`src/hdl/ucmq_pkg.sv`:
```
// Package for the urgent-capable message queue block.
// Holds sizes, status codes and the command record passed front to back.
`default_nettype none
package ucmq_pkg;
  localparam int NUM_QUEUES = 4;
  localparam int DEPTH = 16;
  localparam int MSG_BYTES = 8;
  localparam int QW = $clog2(NUM_QUEUES);
  localparam int SW = $clog2(DEPTH);
  localparam int AW = QW + SW;
  localparam int FW = $clog2(DEPTH + 1);
  localparam int FIFO_DEPTH = 2;

  typedef enum logic [2:0] {
    ST_OK          = 3'd0,
    ST_BAD_QUEUE   = 3'd1,
    ST_ZERO_LEN    = 3'd2,
    ST_NOT_CREATED = 3'd3,
    ST_TOO_BIG     = 3'd4,
    ST_EMPTY_FULL  = 3'd5,
    ST_WOULD_BLOCK = 3'd6
  } status_t;

  typedef enum logic [1:0] {
    REG_ACTIVE  = 2'd0,
    REG_CREATED = 2'd1,
    REG_NODES   = 2'd2,
    REG_MAXLEN  = 2'd3
  } reg_index_t;

  // One classified request, as queued between front and back.
  typedef struct packed {
    logic          is_write;
    logic          bad_queue;
    status_t       pre_status;
    logic [QW-1:0] queue;
    logic [63:0]   data;
    logic [3:0]    len;
    logic          urgent;
    logic          may_wait;
  } cmd_t;

  // Bytes below n kept, rest cleared.
  function automatic logic [63:0] byte_mask(input logic [3:0] n);
    logic [63:0] m;
    m = '0;
    for (int i = 0; i < 8; i++) begin
      if (4'(i) < n) begin
        m[8*i +: 8] = 8'hff;
      end
    end
    return m;
  endfunction
endpackage
`default_nettype wire

```
`src/hdl/ucmq_fifo.sv`:
```
// Short command queue between the front and back parts.
// Depends on ucmq_pkg.
`default_nettype none
module ucmq_fifo (
  input  wire logic     clk,
  input  wire logic     rst,
  input  wire logic     push,
  input  ucmq_pkg::cmd_t din,
  input  wire logic     pop,
  output ucmq_pkg::cmd_t dout,
  output logic          not_empty,
  output logic          full
);
  import ucmq_pkg::*;

  localparam int PW = $clog2(FIFO_DEPTH);
  cmd_t           store [FIFO_DEPTH];
  logic [PW-1:0]  rd_ptr;
  logic [PW-1:0]  wr_ptr;
  logic [PW:0]    count;

  assign dout      = store[rd_ptr];
  assign not_empty = count != '0;
  assign full      = count == (PW+1)'(FIFO_DEPTH);

  // Pointer and count bookkeeping.
  always_ff @(posedge clk) begin
    if (rst) begin
      rd_ptr <= '0;
      wr_ptr <= '0;
      count  <= '0;
    end else begin
      if (push) begin
        wr_ptr <= wr_ptr + 1'b1;
      end
      if (pop) begin
        rd_ptr <= rd_ptr + 1'b1;
      end
      count <= count + (PW+1)'(push) - (PW+1)'(pop);
    end
  end

  always_ff @(posedge clk) begin
    if (push) begin
      store[wr_ptr] <= din;
    end
  end
endmodule
`default_nettype wire

```
`config.mk`:
```
export PLATFORM = sky130hd
export DESIGN_NAME = ucmq_fifo
export DESIGN_NICKNAME = d
export VERILOG_FILES = /design/src/hdl/ucmq_pkg.sv /design/src/hdl/ucmq_fifo.sv
export SDC_FILE = /design/constraint.sdc
export NUM_CORES = 1
export LEC_CHECK = 0
export BUFFER_PORTS_ARGS = -buffer_cell sky130_fd_sc_hd__clkbuf_2
export CORE_ASPECT_RATIO = 0.6
export CORE_UTILIZATION = 47
export DETAILED_ROUTE_END_ITERATION = 8
export PLACE_DENSITY = 0.84
export SETUP_SLACK_MARGIN = 0.15
export SYNTH_ARGS = -nofsm -noshare
export SYNTH_HDL_FRONTEND = slang
export SYNTH_SLANG_ARGS = --single-unit
```
`constraint.sdc`:
```
create_clock -name clk -period 4.05 [get_ports clk]
set_clock_uncertainty 0.15 [all_clocks]
set_input_delay 0 -clock clk [delete_from_list [all_inputs] [get_ports clk]]
set_output_delay 0 -clock clk [all_outputs]
set_load 0.02 [all_outputs]
```
==> reports/metrics.cfg <==
[run_status]
status=finished, final reports clean

[power_and_ir_drop]
power.density_nw_per_um2=496.1
fin_total_pwr_mw=4.100
p_leak_nw=3.247
peakVddDrop_v=0.0003025

[sta]
rsz0062_at_grt=false
max_freq_mhz=424.8
post-route-min-period_ns=2.354
timing.final.ws_setup_ns=1.696
hold_viol=0
relSlewSlack_pct=19.89
finalSetupTns_ns=0
finalCritPeriodShare_pct=58.12
worstMarginPinSlew_ns=1.202
hold_ws_ns=0.1647
slew_violations=0
finalSetupViolCount=0

[placed_design]
io_buffer_count=159
dp_slack_ns=1.973
gp_congestion=0.7031
place_hpwl_mm=6.586

[cts]
cts_resized=0
clk_latency_ns=0.41
cts.reportedPaths.clkPinSlew_ns=0.06
cts_buffer_depth=2
tritoncts=built
cts_buffers=17
cts_max_level=4
cts_root_buf=clkbuf_16
cts_sinks=159

[synth]
netlist_top_cells_area=edfxtp_1 78%, mux2_2 9.0%, mux2_4 7.6%
syn_area_per_cell_um2=22.65
syn_area_um2=5911
yosysWarnings=0
synth.most_common_cell=edfxtp_1
netlist_instances=261
synthesis.nets=344
synth-edff-count=154
synth_top_area_share_pct=78.24
ys.flop_type=edfxtp_1
synth.distinct_cells=15
ys_ff_latch=159
synth_top_area_cell=edfxtp_1
ys_seq_area_share_pct=79.93
synthArstFlopShare_pct=0
synth_commonest_cells=154 x edfxtp_1, 47 x mux2_2, 30 x mux2_4

[critical_path]
timing.rr.end=store[0][17]
slowest_stage=dfxtp_4
cp_num_cells=2
worstPathCellList=mux2_2 > clkbuf_2
path_delay_family=flip-flops
path_class=flop to primary output
r2r_cells=2
crit_end=dout[22]
worstSetupStartpointType=flop
crit_path_end_kind=primary output
r2r_slack_ns=1.95
cp.arrival_ns=2.20
crit_buf_inv=1
slowest_delay_ns=1.07
worst-path-max-fanout=77
required_ns=3.90
r2r-start=wr_ptr

[detailed_routing]
dr_total_vias=3307
ant_nets=0
firstDrtPassIters=7
wl_per_cell_um=17.06
drt_iter0_drc=136
drc=0
routed_via_density=4.786
wl_mm=11.79

[cells_and_area]
regArea_um2=4728
layout.nets=596
multiInputGateArea_um2=1101
final_util_pct=68.07
antenna_cells=0
fillers=803
drive_gt1_share_pct=51.52
syn_to_final_growth_pct=39.82

[floorplan]
start_util_pct=48.69
chipHeight_um=88.87
io_pins=160
dieArea_um2=13040
fp.dieW_um=146.8
rows=31
core_area_um2=12140

[grt]
antenna_found_initial=0
grt_pass1_wl_mm=17.55
grt_usage_pct=18.70
grt_max_degree=78
grt_pass1_vias=3482
overflow=0

[hold_path]
worst_hold_startpoint=din[4]
hp-class=input port to flop

[run]
cap_violations=0

per-layer routing:
metal | up-vias | part of all wire (%) | GRT usage, %
met5 | - | 0 | 0
met4 | 0 | 0.99 | 6.534
met3 | 12 | 7.1 | 6.753
met2 | 135 | 50 | 32.49
met1 | 1620 | 42 | 21.92
li1 | 1540 | - | -
cells in the final DEF (no fill, tap or decap), types with 3 or more instances in the layout:
cell and n:
clkbuf_2 159, edfxtp_1 154, dlygate4sd3_1 82, mux2_2 47
mux2_4 30, clkbuf_16 17, nor2_1 4, dfxtp_1 4
clkinv_4 3, inv_6 3, clkinvlp_4 3
metrics by stage:
stage / cell area [um^2] / std cells
floorplan: 5913 / 261
global placement: 6859 / 577
detailed placement: 6859 / 577
CTS: 8264 / 691
global route: 8264 / 691
finish: 8264 / 691
logic make-up after synthesis:
group | count (synthesis) | synth area share [%]
xor gates and xnor gates | 3 | 0.6774
adders and majority gates | 2 | 0.4233
buffers and inverters | 11 | 1.609
DFF | 159 | 79.93
muxes | 77 | 16.57
and+or+nand+nor | 9 | 0.7833
state kept, by name, indices dropped and copies added (netlist names), named ones only:
signal and cells:
store 154, count 2, rd_ptr 1, wr_ptr 1
worst register-to-register path, cell delays in order (launching register included):
cell and delay, ns:
dfxtp_1 0.36, nor2b_4 0.87, buf_12 0.36
worst min path at each step:
| stage | end | cells after the start |
|---|---|---|
| floorplan | count[0] | 1 |
| global placement | store[1][7] | 1 |
| detailed placement | store[1][34] | 1 |
| CTS | store[1][34] | 2 |
| global route | store[0][74] | 2 |
| finish | store[1][4] | 2 |
final cells by class:
class	instances	share of cell area (%)
inverter	2	0.09084
tap	165	2.498
clock inverter	15	1.923
timing repair buffer	242	19.80
multi-input combinational	91	13.32
clock buffer	17	5.148
sequential	159	57.21
power breakdown:
group / switching [mW] / internal (mW)
sequential: 0.0613 / 1.92
combinational: 0.274 / 0.271
clock: 0.658 / 0.914
repair_timing:
item	4_1_cts	5_1_grt
hold buffers	82	0
endpoints found under the hold margin	159	0
buffers inserted	0	0
Power figures use the tool's default switching activity.
