## config.mk

```make
export PLATFORM = sky130hd
export DESIGN_NAME = ucmq_front
export DESIGN_NICKNAME = d
export VERILOG_FILES = /design/src/hdl/ucmq_pkg.sv /design/src/hdl/ucmq_front.sv
export SDC_FILE = /design/constraint.sdc
export NUM_CORES = 1
export LEC_CHECK = 0
export ABC_AREA = 1
export BUFFER_PORTS_ARGS = -buffer_cell sky130_fd_sc_hd__buf_4
export CAP_MARGIN = 20
export CORE_MARGIN = 3
export CORE_UTILIZATION = 34
export DETAILED_ROUTE_END_ITERATION = 8
export GPL_TIMING_DRIVEN = 1
export PLACE_DENSITY = 0.86
export SLEW_MARGIN = 20
export SYNTH_ARGS = -nofsm -noshare
export SYNTH_HDL_FRONTEND = slang
export SYNTH_SLANG_ARGS = --single-unit
export TNS_END_PERCENT = 30
```

## constraint.sdc

```tcl
create_clock -name clk -period 1.84 [get_ports clk]
set_input_delay 0.276 -clock clk [delete_from_list [all_inputs] [get_ports clk]]
set_output_delay 0.276 -clock clk [all_outputs]
set_load 0.02 [all_outputs]
```

## src/hdl/ucmq_pkg.sv

```systemverilog
// Package for the urgent-capable message queue block.
// Holds sizes, status codes and the command record passed front to back.
`default_nettype none
package ucmq_pkg;
  localparam int NUM_QUEUES = 4;
  localparam int DEPTH = 16;
  localparam int MSG_BYTES = 8;
  localparam int QW = $clog2(NUM_QUEUES);
  localparam int SW = $clog2(DEPTH);
  localparam int AW = QW + SW;
  localparam int FW = $clog2(DEPTH + 1);
  localparam int FIFO_DEPTH = 2;

  typedef enum logic [2:0] {
    ST_OK          = 3'd0,
    ST_BAD_QUEUE   = 3'd1,
    ST_ZERO_LEN    = 3'd2,
    ST_NOT_CREATED = 3'd3,
    ST_TOO_BIG     = 3'd4,
    ST_EMPTY_FULL  = 3'd5,
    ST_WOULD_BLOCK = 3'd6
  } status_t;

  typedef enum logic [1:0] {
    REG_ACTIVE  = 2'd0,
    REG_CREATED = 2'd1,
    REG_NODES   = 2'd2,
    REG_MAXLEN  = 2'd3
  } reg_index_t;

  // One classified request, as queued between front and back.
  typedef struct packed {
    logic          is_write;
    logic          bad_queue;
    status_t       pre_status;
    logic [QW-1:0] queue;
    logic [63:0]   data;
    logic [3:0]    len;
    logic          urgent;
    logic          may_wait;
  } cmd_t;

  // Bytes below n kept, rest cleared.
  function automatic logic [63:0] byte_mask(input logic [3:0] n);
    logic [63:0] m;
    m = '0;
    for (int i = 0; i < 8; i++) begin
      if (4'(i) < n) begin
        m[8*i +: 8] = 8'hff;
      end
    end
    return m;
  endfunction
endpackage
`default_nettype wire

```

## src/hdl/ucmq_front.sv

```systemverilog
// Front end: holds configuration, checks queue index, length and creation.
// Depends on ucmq_pkg.
`default_nettype none
module ucmq_front (
  input  wire logic                     clk,
  input  wire logic                     rst,
  input  wire logic                     req_type,
  input  wire logic [2:0]               queue_id,
  input  wire logic [63:0]              write_data,
  input  wire logic [3:0]               byte_len,
  input  wire logic                     urgent,
  input  wire logic                     may_wait,
  input  wire logic                     cfg_we,
  input  wire logic [1:0]               cfg_index,
  input  wire logic [4:0]               cfg_data,
  output ucmq_pkg::cmd_t                cmd,
  output logic [4:0]                    node_count,
  output logic [3:0]                    max_msg_bytes
);
  import ucmq_pkg::*;

  logic [2:0] active_queues;
  logic [3:0] created_mask;
  logic       bad;
  status_t    pre;

  // Configuration registers.
  always_ff @(posedge clk) begin
    if (rst) begin
      active_queues <= 3'd4;
      created_mask  <= 4'd0;
      node_count    <= 5'd16;
      max_msg_bytes <= 4'd8;
    end else if (cfg_we) begin
      case (reg_index_t'(cfg_index))
        REG_ACTIVE:  active_queues <= cfg_data[2:0];
        REG_CREATED: created_mask  <= cfg_data[3:0];
        REG_NODES:   node_count    <= cfg_data;
        REG_MAXLEN:  max_msg_bytes <= cfg_data[3:0];
        default:     ;
      endcase
    end
  end

  // Checks that need no queue state.
  always_comb begin
    bad = (queue_id >= active_queues) || (32'(queue_id) >= NUM_QUEUES);
    pre = ST_OK;
    if (bad) begin
      pre = ST_BAD_QUEUE;
    end else if (byte_len == 4'd0) begin
      pre = ST_ZERO_LEN;
    end else if (queue_id >= 3'd4 || !created_mask[queue_id[1:0]]) begin
      pre = ST_NOT_CREATED;
    end
  end

  always_comb begin
    cmd.is_write   = req_type;
    cmd.bad_queue  = bad;
    cmd.pre_status = pre;
    cmd.queue      = queue_id[QW-1:0];
    cmd.data       = write_data;
    cmd.len        = byte_len;
    cmd.urgent     = urgent;
    cmd.may_wait   = may_wait;
  end
endmodule
`default_nettype wire

```

==> flow_summary_export.csv <==
group,metric,value,unit
setup_path,cp.required,1.56,ns
die,core-area,0.00352,sq mm
routing,first_iter_violations,13,
cts,root_buffer,"clkbuf_8",
routing,post_drt_via_cell_ratio,4.46,
layout,num-fill-cells,384,
grt,globalRouteTotalUtil,10.1,%
pwr,ir_worst_vdd,0.391,mV
layout,diodes,0,
place,dp_hpwl,1790,um
synthesis,syn_area,0.00131,sq mm
sta,setup_tns,0,ns
setup_path,cp_data_arrival_time,1.40,ns
routing,drc_errors,0,
die,ios,170,
setup_path,end_kind,"output pin",
setup_path,crit_fanout,3,
cts,cts.sinks,16,
synthesis,syn_nets,267,
routing,dr.pass1.iters,4,
synthesis,yosysUniqueCellTypes,15,
grt,use_met2,15.9,%
grt,overflow,0,
setup_path,crit_type,"reg -> out",
setup_path,path_buf_inv,3,
place,io_buffers,34,
setup_path,endpoint,"cmd[72]",
synthesis,ys_seq_elements,16,
pwr,p_leak,0.553,nW
layout,layout_common_cells,"buf_4, inv_1, dfxtp_1",
setup_path,startpoint,"active_queues[2]$_SDFFE_PP1P_",
sta,fin_skew,0,ns
setup_path,crit_chain,"inv_1, ha_4, a21oi_2, nand4_1, inv_1, nand2_1, buf_4",
sta,drv_slew,0,
cts,post_cts_buffers,0,
synthesis,yosysSeqAreaShare,24.4,%
sta,finalHoldViolCount,0,
place,placed_area,0.00106,sq mm
setup_path,worst_path_most_repeated_cell,"inv_1",
grt,met1_usage,9.98,%
synthesis,yosys.area.top_type_share,42.9,%
sta,period_share,91.3,%
layout,regArea,320,sq um
sta,period_needed,1.68,ns
grt,grt_max_degree,17,
routing,wl_per_cell,11.9,um
min_path,hp-class,"in -> reg",
grt,antenna_found_initial,0,
synthesis,synth_area_leader_cell,"buf_4",
grt,grt_pass1_wl,3490,um
die,rows,21,
grt,grt_busiest_layer,"met2",
synthesis,syn_inst,180,
cts,clockBufferDepth,2,
setup_path,slowest_delay,0.33,ns
layout,final_common_cell,"buf_4",
synthesis,yosys-top-cells-area,"buf_4, dfxtp_1, inv_1, nor2_1, o21ai_0",
routing,wl,2240,um
grt,use_met3,6.08,%
sta,rsz0062_at_grt,"false",
routing,vias,839,
setup_path,worstReg2RegStart,"node_count[0]$_SDFFE_PP0P_",
setup_path,slowest_stage,"dfxtp_1",
layout,final_cell_area,0.00113,sq mm
pwr,power.density,766,mW/mm^2
flow_run,max_cap_viol_count,0,
cts,tritoncts,"yes",
sta,hold_slack,0.233,ns
layout,syn_to_final_growth,-14.0,%
outcome,outcome,"finished, final reports clean",
setup_path,critPathLaunchType,"register",
setup_path,r2r_slack,1.26,ns
die,start_util,37.3,%
cts,cts.clk_slew.worst_paths,0.06,ns
synthesis,syn_avg_cell_area,7.29,sq um
layout,drive_above_1_share,31.7,%
die,die_y,68.1,um
cts,htreeDepth,1,
pwr,power.total,0.000864,W
grt,first_global_vias,828,
synthesis,synth_warnings,0,
setup_path,crit_family,"flip-flops",
die,dieArea,0.00464,sq mm
sta,final-setup-viol-count,0,
setup_path,cp_num_cells,7,
setup_path,r2r_cells,2,
place,gp_congestion,0.689,
cts,clock_latency,0.24,ns
cts,cts_buffers,3,
sta,clock.fmax,595,MHz
routing,ant_nets,0,
die,die_width,68.1,um
setup_path,r2r-end,"node_count[0]$_SDFFE_PP0P_",
layout,nNetsFinal,230,
layout,multi_input_area,357,sq um
## synthesized netlist by cell type, drive strengths merged
cell and instances:
a21oi 8, nor2 15, dfxtp 16, o21ai 13
inv 21, buf 76, nand2 12, conb 1
ha 3, clkinv 1, nand3 12, nand4 2
## logic make-up (layout without fill, tap and decap cells)
family                     Yosys count  after routing  synth area share [%]
adders and majority gates            3              3                  2.86
buffers and inverters               98             60                  49.7
other                                1              1                 0.286
and+or+nand+nor                     41             41                  14.8
AOI/OAI and AO/OA                   21             21                  8.01
DFF                                 16             16                  24.4
## metal layers
layer  routed length [um]  part of all wire, %
met1                  895                   40
met2                  926                   41
met3                  334                   15
met4                   82                  3.7
met5                    0                    0
## worst register-to-register path, stage by stage (launching register included)
cell     delay, ns
dfxtp_1       0.33
nor2_1        0.10
nor2_1        0.05
## sequential cells by signal, summed over array words and instances, names as in the netlist
| signal | cells |
|---|---|
| max_msg_bytes | 4 |
| created_mask | 4 |
| node_count | 5 |
| active_queues | 3 |
## metrics by stage
stage,instances,util (%),setup WS [ns]
floorplan,180,-,0.354
global placement,184,30.0,0.317
detailed placement,184,30.0,0.287
CTS,188,31.6,0.0646
global route,188,32.1,0.0456
finish,188,32.1,0.160
## area by class of cell
type / instances / share of cell area, %
Sequential cell: 16 / 28.4
Multi-Input combinational cell: 66 / 31.6
Timing Repair Buffer: 34 / 22.6
Clock buffer: 4 / 4.88
Tap cell: 46 / 5.10
Inverter: 22 / 7.43
## worst min-delay path by stage
stage	start	end	slack, ns	cells past startpoint
3_5_place_dp	created_mask[2]$_SDFFE_PP0P_	created_mask[2]$_SDFFE_PP0P_	0.44	2
4_1_cts	cfg_data[4]	node_count[4]$_SDFFE_PP1P_	0.23	3
6_report	cfg_data[4]	node_count[4]$_SDFFE_PP1P_	0.23	3
2_1_floorplan	cfg_data[2]	active_queues[2]$_SDFFE_PP1P_	0.39	2
3_3_place_gp	max_msg_bytes[2]$_SDFFE_PP0P_	max_msg_bytes[2]$_SDFFE_PP0P_	0.44	2
5_1_grt	cfg_data[4]	node_count[4]$_SDFFE_PP1P_	0.23	3
## power breakdown
part	total [W]	internal, W	switching, W
clock	0.000310	0.000190	0.000120
combinational	0.000180	0.0000804	0.000100
sequential	0.000374	0.000365	0.00000942
## timing repair
| action | CTS | global route |
|---|---|---|
| gates resized for setup | 0 | 2 |
| hold buffers | 0 | 0 |
| setup endpoints to repair | 0 | 2 |
No activity file was read; power rests on OpenSTA's default activity.
